### config.mk
export PLATFORM = sky130hd
export DESIGN_NAME = motor_speed_drive_loop
export DESIGN_NICKNAME = d
export VERILOG_FILES = /design/src/rtl/msdl_pkg.sv /design/src/rtl/motor_speed_drive_loop.sv /design/src/rtl/msdl_fifo.sv /design/src/rtl/msdl_front.sv /design/src/rtl/msdl_div.sv /design/src/rtl/msdl_back.sv
export SDC_FILE = /design/constraint.sdc
export NUM_CORES = 1
export LEC_CHECK = 0
export ABC_AREA = 1
export BUFFER_PORTS_ARGS = -buffer_cell sky130_fd_sc_hd__buf_2
export CAP_MARGIN = 25
export CELL_PAD_IN_SITES_DETAIL_PLACEMENT = 1
export CELL_PAD_IN_SITES_GLOBAL_PLACEMENT = 1
export CORE_MARGIN = 4
export CORE_UTILIZATION = 45
export CTS_CLUSTER_SIZE = 8
export DETAILED_ROUTE_END_ITERATION = 12
export GPL_ROUTABILITY_DRIVEN = 0
export GPL_TIMING_DRIVEN = 0
export PLACE_DENSITY = 0.77
export REMOVE_ABC_BUFFERS = 1
export SLEW_MARGIN = 15
export SYNTH_ARGS = -nofsm -noshare
export SYNTH_HDL_FRONTEND = slang
export SYNTH_SLANG_ARGS = --single-unit
### constraint.sdc
create_clock -name clk -period 7.6 [get_ports clk]
set_input_delay 0.76 -clock clk [delete_from_list [all_inputs] [get_ports clk]]
set_output_delay 0.76 -clock clk [all_outputs]
set_load 0.005 [all_outputs]
### src/rtl/msdl_pkg.sv
// msdl_pkg: types and constants shared by the motor speed drive loop.
// No dependencies; imported by every module of the block.
`timescale 1ns / 1ps

package msdl_pkg;

    // Widths fixed by the sample and result formats
    localparam int BYTE_W  = 8;
    localparam int IDX_W   = 2;
    localparam int DIV_W   = 16;
    localparam int QUEUE_DEPTH = 2;
    localparam int QPTR_W  = $clog2(QUEUE_DEPTH);
    localparam int QCNT_W  = $clog2(QUEUE_DEPTH + 1);

    localparam logic [BYTE_W-1:0] SPEED_MAX = 8'd255;

    // Register map (index = paddr[3:2])
    localparam logic [1:0] REG_SPEED_CONSTANT = 2'd0;
    localparam logic [1:0] REG_LOOP_GAIN      = 2'd1;
    localparam logic [1:0] REG_DRIVE_LIMIT    = 2'd2;

    localparam logic [15:0] SPEED_CONSTANT_RST = 16'd12754;
    localparam logic [7:0]  LOOP_GAIN_RST      = 8'd20;
    localparam logic [7:0]  DRIVE_LIMIT_RST    = 8'd127;

    typedef struct packed {
        logic [IDX_W-1:0]  motor_index;
        logic [BYTE_W-1:0] period_low_byte;
        logic [BYTE_W-1:0] period_high_byte;
        logic [BYTE_W-1:0] target_speed;
    } sample_t;

    typedef struct packed {
        logic [BYTE_W-1:0] measured_speed;
        logic              speed_updated;
        logic              drive_issued;
        logic              drive_forward;
        logic [BYTE_W-1:0] drive_magnitude;
    } result_t;

    // Classified sample handed from front to back
    typedef struct packed {
        logic [IDX_W-1:0]  motor_index;
        logic              in_range;
        logic              changed;
        logic [DIV_W-1:0]  period;
        logic [BYTE_W-1:0] target_speed;
    } cmd_t;

    typedef struct packed {
        logic [15:0] speed_constant;
        logic [7:0]  loop_gain;
        logic [7:0]  drive_limit;
    } cfg_t;

endpackage

### src/rtl/motor_speed_drive_loop.sv
// motor_speed_drive_loop: top level; register port, front end, queue, back end.
// Depends on msdl_pkg, msdl_front, msdl_fifo, msdl_back.
`timescale 1ns / 1ps

// Speed loop for up to MOTOR_COUNT motors. Each sample names a motor, carries
// its period counter bytes and target speed, and yields exactly one result.
// The front end takes a sample and parks it in a two-entry queue; with results
// not being taken, two samples wait in the queue, one is held in the back end
// and one result sits in the output register, so four samples are absorbed
// before full rises. The back end works one sample at a time: a sample whose
// period bytes changed goes from the queue pop through the 16-step restoring
// divider and a multiply, then a clamp and drive only if the speed changed,
// and ends in the output hand-over; a zero period skips the divider, and a
// sample with unchanged bytes or a motor number out of range goes straight
// to the output hand-over.
// Registers: speed_constant at 0x0, loop_gain at 0x4, drive_limit at 0x8.
module motor_speed_drive_loop #(
    parameter int MOTOR_COUNT = 4
) (
    input  logic              clk,
    input  logic              rst_n,
    input  msdl_pkg::sample_t sample,
    input  logic              push,
    output logic              full,
    output msdl_pkg::result_t result,
    output logic              empty,
    input  logic              pop,
    input  logic              psel,
    input  logic              penable,
    input  logic              pwrite,
    input  logic [3:0]        paddr,
    input  logic [31:0]       pwdata,
    output logic [31:0]       prdata,
    output logic              pready
);
    import msdl_pkg::*;

    cfg_t       cfg_reg;
    cmd_t       front_cmd, q_head;
    logic       accept, q_empty, q_pop;
    logic       cfg_wr;
    logic [1:0] reg_idx;

    assign pready  = 1'b1;
    assign cfg_wr  = psel && penable && pwrite && pready;
    assign reg_idx = paddr[3:2];
    assign accept  = push && !full;

    // Register write
    always_ff @(posedge clk or negedge rst_n)
    begin
        if (!rst_n)
        begin
            cfg_reg.speed_constant <= SPEED_CONSTANT_RST;
            cfg_reg.loop_gain      <= LOOP_GAIN_RST;
            cfg_reg.drive_limit    <= DRIVE_LIMIT_RST;
        end
        else if (cfg_wr)
        begin
            case (reg_idx)
                REG_SPEED_CONSTANT: cfg_reg.speed_constant <= pwdata[15:0];
                REG_LOOP_GAIN:      cfg_reg.loop_gain      <= pwdata[7:0];
                REG_DRIVE_LIMIT:    cfg_reg.drive_limit    <= pwdata[7:0];
                default:            ;
            endcase
        end
    end

    // Register read
    always_comb
    begin
        case (reg_idx)
            REG_SPEED_CONSTANT: prdata = {16'd0, cfg_reg.speed_constant};
            REG_LOOP_GAIN:      prdata = {24'd0, cfg_reg.loop_gain};
            REG_DRIVE_LIMIT:    prdata = {24'd0, cfg_reg.drive_limit};
            default:            prdata = '0;
        endcase
    end

    msdl_front #(
        .MOTOR_COUNT (MOTOR_COUNT)
    ) u_front (
        .clk    (clk),
        .rst_n  (rst_n),
        .sample (sample),
        .accept (accept),
        .cmd    (front_cmd)
    );

    msdl_fifo u_fifo (
        .clk     (clk),
        .rst_n   (rst_n),
        .wr_en   (accept),
        .wr_data (front_cmd),
        .rd_en   (q_pop),
        .rd_data (q_head),
        .full    (full),
        .empty   (q_empty)
    );

    msdl_back #(
        .MOTOR_COUNT (MOTOR_COUNT)
    ) u_back (
        .clk     (clk),
        .rst_n   (rst_n),
        .cfg     (cfg_reg),
        .q_head  (q_head),
        .q_empty (q_empty),
        .q_pop   (q_pop),
        .result  (result),
        .empty   (empty),
        .pop     (pop)
    );

endmodule

### src/rtl/msdl_fifo.sv
// msdl_fifo: short first-word-fall-through queue of classified samples.
// Depends on msdl_pkg (cmd_t, QUEUE_DEPTH).
`timescale 1ns / 1ps

module msdl_fifo (
    input  logic           clk,
    input  logic           rst_n,
    input  logic           wr_en,
    input  msdl_pkg::cmd_t wr_data,
    input  logic           rd_en,
    output msdl_pkg::cmd_t rd_data,
    output logic           full,
    output logic           empty
);
    import msdl_pkg::*;

    cmd_t              mem [QUEUE_DEPTH];
    logic [QPTR_W-1:0] wr_ptr_reg, wr_ptr_next;
    logic [QPTR_W-1:0] rd_ptr_reg, rd_ptr_next;
    logic [QCNT_W-1:0] count_reg, count_next;
    logic              do_wr, do_rd;

    assign full    = (count_reg == QCNT_W'(QUEUE_DEPTH));
    assign empty   = (count_reg == '0);
    assign do_wr   = wr_en && !full;
    assign do_rd   = rd_en && !empty;
    assign rd_data = mem[rd_ptr_reg];

    // Pointer and fill bookkeeping
    always_comb
    begin
        wr_ptr_next = do_wr ? wr_ptr_reg + 1'b1 : wr_ptr_reg;
        rd_ptr_next = do_rd ? rd_ptr_reg + 1'b1 : rd_ptr_reg;
        count_next  = count_reg;
        if (do_wr && !do_rd)
        begin
            count_next = count_reg + 1'b1;
        end
        else if (do_rd && !do_wr)
        begin
            count_next = count_reg - 1'b1;
        end
    end

    always_ff @(posedge clk or negedge rst_n)
    begin
        if (!rst_n)
        begin
            wr_ptr_reg <= '0;
            rd_ptr_reg <= '0;
            count_reg  <= '0;
        end
        else
        begin
            wr_ptr_reg <= wr_ptr_next;
            rd_ptr_reg <= rd_ptr_next;
            count_reg  <= count_next;
        end
    end

    // Storage
    always_ff @(posedge clk)
    begin
        if (do_wr)
        begin
            mem[wr_ptr_reg] <= wr_data;
        end
    end

endmodule

### src/rtl/msdl_front.sv
// msdl_front: accepts samples, keeps the last period bytes per motor and
// classifies each sample for the back end. Depends on msdl_pkg.
`timescale 1ns / 1ps

module msdl_front #(
    parameter int MOTOR_COUNT = 4
) (
    input  logic              clk,
    input  logic              rst_n,
    input  msdl_pkg::sample_t sample,
    input  logic              accept,
    output msdl_pkg::cmd_t    cmd
);
    import msdl_pkg::*;

    logic [BYTE_W-1:0] low_reg  [MOTOR_COUNT];
    logic [BYTE_W-1:0] high_reg [MOTOR_COUNT];
    logic [BYTE_W-1:0] low_sel, high_sel;
    logic              in_range;

    assign in_range = int'(sample.motor_index) < MOTOR_COUNT;

    // Look up the stored bytes of the addressed motor
    always_comb
    begin
        low_sel  = '0;
        high_sel = '0;
        for (int i = 0; i < MOTOR_COUNT; i++)
        begin
            if (i == int'(sample.motor_index))
            begin
                low_sel  = low_reg[i];
                high_sel = high_reg[i];
            end
        end
    end

    // Classification
    always_comb
    begin
        cmd.motor_index  = sample.motor_index;
        cmd.in_range     = in_range;
        cmd.changed      = in_range && ((sample.period_low_byte != low_sel) ||
                                        (sample.period_high_byte != high_sel));
        cmd.period       = {sample.period_high_byte, sample.period_low_byte};
        cmd.target_speed = sample.target_speed;
    end

    // Per-motor byte store, updated on a transfer with changed bytes
    always_ff @(posedge clk or negedge rst_n)
    begin
        if (!rst_n)
        begin
            for (int i = 0; i < MOTOR_COUNT; i++)
            begin
                low_reg[i]  <= '0;
                high_reg[i] <= '0;
            end
        end
        else if (accept && cmd.changed)
        begin
            for (int i = 0; i < MOTOR_COUNT; i++)
            begin
                if (i == int'(sample.motor_index))
                begin
                    low_reg[i]  <= sample.period_low_byte;
                    high_reg[i] <= sample.period_high_byte;
                end
            end
        end
    end

endmodule

### src/rtl/msdl_div.sv
// msdl_div: restoring divider, one quotient bit per cycle.
// Depends on msdl_pkg (DIV_W).
`timescale 1ns / 1ps

module msdl_div (
    input  logic                       clk,
    input  logic                       rst_n,
    input  logic                       start,
    input  logic [msdl_pkg::DIV_W-1:0] dividend,
    input  logic [msdl_pkg::DIV_W-1:0] divisor,
    output logic                       done,
    output logic [msdl_pkg::DIV_W-1:0] quotient
);
    import msdl_pkg::*;

    localparam int CNT_W = $clog2(DIV_W + 1);

    logic [DIV_W-1:0] quot_reg, quot_next;
    logic [DIV_W-1:0] rem_reg, rem_next;
    logic [DIV_W-1:0] dsr_reg;
    logic [CNT_W-1:0] cnt_reg, cnt_next;
    logic             done_reg, done_next;
    logic [DIV_W:0]   rem_sh;
    logic [DIV_W:0]   trial;

    assign done     = done_reg;
    assign quotient = quot_reg;

    // One trial subtraction per cycle
    always_comb
    begin
        rem_sh    = {rem_reg, quot_reg[DIV_W-1]};
        trial     = rem_sh - {1'b0, dsr_reg};
        quot_next = quot_reg;
        rem_next  = rem_reg;
        cnt_next  = cnt_reg;
        done_next = 1'b0;
        if (start)
        begin
            quot_next = dividend;
            rem_next  = '0;
            cnt_next  = CNT_W'(DIV_W);
        end
        else if (cnt_reg != '0)
        begin
            if (!trial[DIV_W])
            begin
                rem_next  = trial[DIV_W-1:0];
                quot_next = {quot_reg[DIV_W-2:0], 1'b1};
            end
            else
            begin
                rem_next  = rem_sh[DIV_W-1:0];
                quot_next = {quot_reg[DIV_W-2:0], 1'b0};
            end
            cnt_next  = cnt_reg - 1'b1;
            done_next = (cnt_reg == CNT_W'(1));
        end
    end

    always_ff @(posedge clk or negedge rst_n)
    begin
        if (!rst_n)
        begin
            cnt_reg  <= '0;
            done_reg <= 1'b0;
        end
        else
        begin
            cnt_reg  <= cnt_next;
            done_reg <= done_next;
        end
    end

    always_ff @(posedge clk)
    begin
        quot_reg <= quot_next;
        rem_reg  <= rem_next;
        if (start)
        begin
            dsr_reg <= divisor;
        end
    end

endmodule

### src/rtl/msdl_back.sv
// msdl_back: takes classified samples from the queue, derives speed with the
// divider, computes the drive command and holds the result for transfer.
// Depends on msdl_pkg and msdl_div.
`timescale 1ns / 1ps

module msdl_back #(
    parameter int MOTOR_COUNT = 4
) (
    input  logic              clk,
    input  logic              rst_n,
    input  msdl_pkg::cfg_t    cfg,
    input  msdl_pkg::cmd_t    q_head,
    input  logic              q_empty,
    output logic              q_pop,
    output msdl_pkg::result_t result,
    output logic              empty,
    input  logic              pop
);
    import msdl_pkg::*;

    typedef enum logic [4:0] {
        S_IDLE = 5'b00001,
        S_DIV  = 5'b00010,
        S_MUL  = 5'b00100,
        S_CMD  = 5'b01000,
        S_DONE = 5'b10000
    } state_t;

    state_t            state_reg, state_next;
    cmd_t              cmd_reg;
    logic [BYTE_W-1:0] old_reg, new_reg, new_next;
    logic signed [19:0] prod_reg;
    result_t           res_reg, res_next;
    result_t           out_reg;
    logic              out_valid_reg, out_valid_next;
    logic [BYTE_W-1:0] speed_reg [MOTOR_COUNT];
    logic [BYTE_W-1:0] old_sel;
    logic              div_start, div_done;
    logic [DIV_W-1:0]  quotient;
    logic signed [10:0] diff;
    logic signed [19:0] lim, clamped, cmd_sum;
    logic [19:0]       cmd_abs;

    assign result = out_reg;
    assign empty  = !out_valid_reg;
    assign q_pop  = (state_reg == S_IDLE) && !q_empty;

    // Held speed of the motor at the queue head
    always_comb
    begin
        old_sel = '0;
        for (int i = 0; i < MOTOR_COUNT; i++)
        begin
            if (i == int'(q_head.motor_index))
            begin
                old_sel = speed_reg[i];
            end
        end
    end

    assign div_start = q_pop && q_head.changed && (q_head.period != '0);

    msdl_div u_div (
        .clk      (clk),
        .rst_n    (rst_n),
        .start    (div_start),
        .dividend (cfg.speed_constant),
        .divisor  (q_head.period),
        .done     (div_done),
        .quotient (quotient)
    );

    // Error term: 2*target - speed
    assign diff = $signed({2'b00, cmd_reg.target_speed, 1'b0}) -
                  $signed({3'b000, new_reg});

    // Clamp, add target, split into direction and magnitude
    always_comb
    begin
        lim = $signed({12'd0, cfg.drive_limit});
        if (prod_reg > lim)
        begin
            clamped = lim;
        end
        else if (prod_reg < -lim)
        begin
            clamped = -lim;
        end
        else
        begin
            clamped = prod_reg;
        end
        cmd_sum = clamped + $signed({12'd0, cmd_reg.target_speed});
        cmd_abs = cmd_sum[19] ? 20'(-cmd_sum) : 20'(cmd_sum);
    end

    // Sequencer
    always_comb
    begin
        state_next     = state_reg;
        new_next       = new_reg;
        res_next       = res_reg;
        out_valid_next = out_valid_reg && !pop;
        case (state_reg)
            S_IDLE:
            begin
                if (!q_empty)
                begin
                    res_next = '0;
                    if (!q_head.in_range)
                    begin
                        state_next = S_DONE;
                    end
                    else if (!q_head.changed)
                    begin
                        res_next.measured_speed = old_sel;
                        state_next = S_DONE;
                    end
                    else if (q_head.period == '0)
                    begin
                        new_next   = SPEED_MAX;
                        state_next = S_MUL;
                    end
                    else
                    begin
                        state_next = S_DIV;
                    end
                end
            end
            S_DIV:
            begin
                if (div_done)
                begin
                    new_next   = (quotient > DIV_W'(SPEED_MAX)) ? SPEED_MAX
                                                                : quotient[BYTE_W-1:0];
                    state_next = S_MUL;
                end
            end
            S_MUL:
            begin
                res_next.measured_speed = new_reg;
                res_next.speed_updated  = 1'b1;
                state_next = (new_reg != old_reg) ? S_CMD : S_DONE;
            end
            S_CMD:
            begin
                res_next.drive_issued    = 1'b1;
                res_next.drive_forward   = !cmd_sum[19];
                res_next.drive_magnitude = (cmd_abs > 20'(SPEED_MAX)) ? SPEED_MAX
                                                                      : cmd_abs[BYTE_W-1:0];
                state_next = S_DONE;
            end
            S_DONE:
            begin
                if (!out_valid_reg || pop)
                begin
                    out_valid_next = 1'b1;
                    state_next     = S_IDLE;
                end
            end
            default:
            begin
                state_next = S_IDLE;
            end
        endcase
    end

    always_ff @(posedge clk or negedge rst_n)
    begin
        if (!rst_n)
        begin
            state_reg     <= S_IDLE;
            out_valid_reg <= 1'b0;
            for (int i = 0; i < MOTOR_COUNT; i++)
            begin
                speed_reg[i] <= '0;
            end
        end
        else
        begin
            state_reg     <= state_next;
            out_valid_reg <= out_valid_next;
            // Speed store follows the recomputed speed
            if (state_reg == S_MUL)
            begin
                for (int i = 0; i < MOTOR_COUNT; i++)
                begin
                    if (i == int'(cmd_reg.motor_index))
                    begin
                        speed_reg[i] <= new_reg;
                    end
                end
            end
        end
    end

    // Datapath registers
    always_ff @(posedge clk)
    begin
        new_reg <= new_next;
        res_reg <= res_next;
        if (q_pop)
        begin
            cmd_reg <= q_head;
            old_reg <= old_sel;
        end
        if (state_reg == S_MUL)
        begin
            // Both operands widened to the product width before the multiply
            prod_reg <= 20'(diff) * 20'($signed({1'b0, cfg.loop_gain}));
        end
        if (state_reg == S_DONE && (!out_valid_reg || pop))
        begin
            out_reg <= res_reg;
        end
    end

endmodule

==> flow_summary.toml <==
[run_status]
run_status = "completed"

[routing]
total_routed_length_um = 50800
drt_drc_violations_left = 0
wl_per_cell_um = 17.5
routed_via_density = 5.19
detail_route.first_pass.iterations = 7
via_count = 15100
starting_drt_drc_count = 835
route.antenna.remaining_nets = 0

[power_and_ir_drop]
clkPwrFrac_pct = 17.4
power_leakage_nw = 10.5
ir_worst_vdd_v = 0.000424
seqPwrFrac_pct = 29.0
power.switching_fraction_pct = 43.8
switchingPower_mw = 4.95
power_frac_comb_pct = 53.6
intPower_mw = 6.36
power_density_mw_per_mm2 = 505

[synth]
synth_seq_cells = 329
yosysWarnings = 0
number_of_enable_type_register_cells_in_the_synthesized_netlist = 169
mappedNetlistArea_mm2 = 0.0198
synthArstFlopShare_pct = 43.8
synth_seq_area_share_pct = 45.5
synth_flop_cell = "sky130_fd_sc_hd__edfxtp_1"
number_of_distinct_library_cell_variants_in_the_gate_level_netlist_after_synthesis = 54
postSynthAreaPerCell_um2 = 9.06
cells_after_synthesis = 2186

[global_route]
overflow = 0
largest_net_degree_at_the_start_of_global_routing = 91
gr-usage-all-layers_pct = 21.7
first_pass_grt_wire_length_um = 84000
number_of_global_route_vias_before_repair = 16400
antenna_found_initial = 6

[floorplanning]
die_area_mm2 = 0.0474
site_row_count = 76
core-area_mm2 = 0.0433
floorplan.die.width_um = 218
initial_core_util_pct = 45.8
total_i_o_pin_count = 123
die_y_um = 218

[worst_setup_path]
slowest_stage = "sky130_fd_sc_hd__fa_1"
arrival_time_of_data_at_the_critical_path_endpoint_ns = 7.45
timing.setup.critical_path_class = "reg -> reg"
critical_path.max_fanout = 5
worst-endpoint-required_ns = 7.89
critPathCaptureType = "register"
start_kind = "register"
crit_path_max_incr_delay_ns = 0.55
timing.critical_path.mode_cell = "sky130_fd_sc_hd__inv_1"

[timing]
min_period_ns = 7.16
final-setup-viol-count = 0
finalClockSkew_ns = 0.0232
min_period_over_period_pct = 94.3
worstMarginPinSlew_ns = 0.991
hold-worst-slack_ns = 0.112
timing.max_slew.rel_slack_pct = 33.9
timing.final.hold_violations = 0
fmax_mhz = 140
slew_viol_final = 0

[clock_network]
clkTransAtPathRegs_ns = 0.05
clock_latency_reported_for_the_late_side_of_the_worst_skew_pair_ns = 0.57
cts_buffers = 47
cts.sink_count = 329
cts_tree = "yes"
number_of_hold_repair_buffers_added_at_the_cts_stage = 0
cts_root_buf = "sky130_fd_sc_hd__clkbuf_16"
cts-root-to-sink-buffers = 3
h_tree_levels = 2

[run]
drv_cap = 0

[layout]
area_growth_pct = 13.2
layout.core_utilization_pct = 51.8
num-nets-final = 2529
largest_register = "u_fifo.mem"
drive_gt1_share_pct = 13.0
largest_register_ffs = 54

[min_path]
timing.hold.worst.class = "in -> async"

[placement]
hpwl_um = 38200
place.port_buffers = 87
[worst max-delay path, delay by kind of cell (launching register included)]
| kind | cells | cell delay (ns) |
|---|---|---|
| flip-flops | 1 | 0.42 |
| AO/OA/AOI/OAI | 12 | 1.62 |
| buffers and inverters | 7 | 0.55 |
| XOR/XNOR | 1 | 0.17 |
| AND/OR/NAND/NOR | 11 | 1.52 |
| adder cells (fa/ha/maj) | 6 | 2.61 |
[through the flow]
step	cell area (um^2)	std cells	setup TNS (ns)	power, mW	setup WS (ns)
2_1_floorplan	19500	2134	0	7.56	1.29
3_3_place_gp	20700	2806	0	8.74	0.0569
3_5_place_dp	20900	2819	-0.304	9.26	-0.286
4_1_cts	22300	2903	0	11.3	0.0325
5_1_grt	22400	2910	-0.0105	12.5	-0.0105
6_report	22400	2910	0	11.3	0.435
[cell type report]
| type | count | area [um^2] |
|---|---|---|
| Antenna cell | 2 | 5.00 |
| Clock buffer | 80 | 1320 |
| Clock inverter | 4 | 81.3 |
| Fill cell | 5037 | 20800 |
| Inverter | 362 | 1370 |
| Multi-Input combinational cell | 1443 | 9230 |
| Sequential cell | 329 | 9020 |
| Tap cell | 585 | 732 |
| Timing Repair Buffer | 105 | 668 |
[final timing paths]
check / from / to / slack (ns) / cells after the start
min in group clk: sample[6] / u_fifo.mem[1][6] / 0.39 / 1
max: u_back.new_reg[1] / u_back.prod_reg[18] / 0.44 / 37
min: rst_n / u_front.low_reg[21] / 0.11 / 1
max in group asynchronous: rst_n / u_back.state_reg[4] / 6.63 / 2
min reg2reg: u_back.res_reg[15] / u_back.result[15] / 0.40 / 0
max reg2reg: u_back.new_reg[1] / u_back.prod_reg[18] / 0.44 / 37
[per-layer routing]
| layer | track usage, % | part of all wire (%) |
|---|---|---|
| met5 | 0 | 0.13 |
| met4 | 5.31 | 2.0 |
| met3 | 4.08 | 4.8 |
| met2 | 37.3 | 49 |
| met1 | 28.6 | 44 |
[cell usage after synthesis (all sizes together), types with 2 or more instances]
| master | n | area, um^2 |
|---|---|---|
| nor2 | 163 | 687 |
| clkbuf | 42 | 158 |
| inv | 353 | 1330 |
| clkinv | 9 | 33.8 |
| conb | 2 | 7.51 |
| fa | 69 | 1380 |
| xnor2 | 27 | 236 |
| nand3 | 71 | 435 |
| nand2 | 506 | 1940 |
| dfrtp | 127 | 3180 |
| mux2 | 39 | 439 |
| a21oi | 73 | 365 |
| o21ai | 195 | 976 |
| ha | 103 | 1290 |
| o221ai | 19 | 166 |
| o22ai | 14 | 87.6 |
| o21bai | 7 | 52.6 |
| or2 | 19 | 119 |
| nor3 | 12 | 75.1 |
| dfxtp | 16 | 320 |
| nand4 | 29 | 194 |
| buf | 25 | 186 |
| xor2 | 41 | 359 |
| a21o | 3 | 22.5 |
| a211oi | 3 | 22.5 |
| edfxtp | 169 | 5070 |
| and2 | 2 | 12.5 |
| o211ai | 6 | 45.0 |
| dfstp | 17 | 447 |
| nor4 | 16 | 106 |
| a31oi | 3 | 18.8 |
[kinds of logic (layout without fill, tap and decap cells)]
kind of cell	after synthesis	count (layout)	synth area share, %
muxes	39	39	2.22
AOI/OAI and AO/OA	326	326	9.00
and+or+nand+nor	821	821	18.1
xor gates and xnor gates	68	68	3.01
adders and majority gates	172	172	13.5
buffers and inverters	429	551	8.61
DFF	329	329	45.5
other	2	19	0.0379
[placed cells by master (no fill, tap or decap), types with 5 or more instances in the layout]
| cell type | netlist | final |
|---|---|---|
| sky130_fd_sc_hd__xnor2_1 | 27 | 27 |
| sky130_fd_sc_hd__or2_2 | 17 | 17 |
| sky130_fd_sc_hd__nor4_1 | 15 | 14 |
| sky130_fd_sc_hd__o21ai_1 | 4 | 7 |
| sky130_fd_sc_hd__nand4_1 | 27 | 27 |
| sky130_fd_sc_hd__nor2_1 | 147 | 139 |
| sky130_fd_sc_hd__nor2_4 | 7 | 9 |
| sky130_fd_sc_hd__a21oi_1 | 73 | 71 |
| sky130_fd_sc_hd__inv_1 | 344 | 340 |
| sky130_fd_sc_hd__dfstp_2 | 17 | 17 |
| sky130_fd_sc_hd__clkbuf_16 | 0 | 48 |
| sky130_fd_sc_hd__nand3_2 | 6 | 7 |
| sky130_fd_sc_hd__buf_2 | 2 | 90 |
| sky130_fd_sc_hd__o21ai_0 | 191 | 188 |
| sky130_fd_sc_hd__conb_1 | 2 | 17 |
| sky130_fd_sc_hd__clkbuf_1 | 42 | 32 |
| sky130_fd_sc_hd__mux2_2 | 39 | 39 |
| sky130_fd_sc_hd__dfrtp_1 | 127 | 127 |
| sky130_fd_sc_hd__nand2_2 | 9 | 10 |
| sky130_fd_sc_hd__xor2_1 | 41 | 40 |
| sky130_fd_sc_hd__fa_1 | 69 | 69 |
| sky130_fd_sc_hd__inv_2 | 8 | 9 |
| sky130_fd_sc_hd__nand3_1 | 61 | 60 |
| sky130_fd_sc_hd__o211ai_1 | 6 | 6 |
| sky130_fd_sc_hd__buf_8 | 0 | 5 |
| sky130_fd_sc_hd__o21bai_1 | 7 | 7 |
| sky130_fd_sc_hd__nand2_1 | 495 | 494 |
| sky130_fd_sc_hd__dfxtp_1 | 16 | 16 |
| sky130_fd_sc_hd__edfxtp_1 | 169 | 169 |
| sky130_fd_sc_hd__o221ai_1 | 19 | 19 |
| sky130_fd_sc_hd__o22ai_1 | 14 | 14 |
| sky130_fd_sc_hd__nor3_1 | 9 | 7 |
| sky130_fd_sc_hd__buf_4 | 18 | 5 |
| sky130_fd_sc_hd__nor2_2 | 9 | 15 |
| sky130_fd_sc_hd__ha_1 | 103 | 102 |
| sky130_fd_sc_hd__clkinv_1 | 9 | 10 |
[repair_timing]
item	in CTS	in global routing
buffers inserted	0	3
gates resized for setup	1	12
endpoints found under the setup margin	2	3
[power by group through the flow]
stage | clock, mW | sequential (mW) | combinational, mW
6_report | 1.97 | 3.28 | 6.06
3_3_place_gp | 0 | 3.26 | 5.47
2_1_floorplan | 0 | 3.15 | 4.41
3_5_place_dp | 0 | 3.30 | 5.96
5_1_grt | 2.10 | 3.36 | 7.01
4_1_cts | 2.01 | 3.28 | 6.04
(Power assumes the default switching activity.)
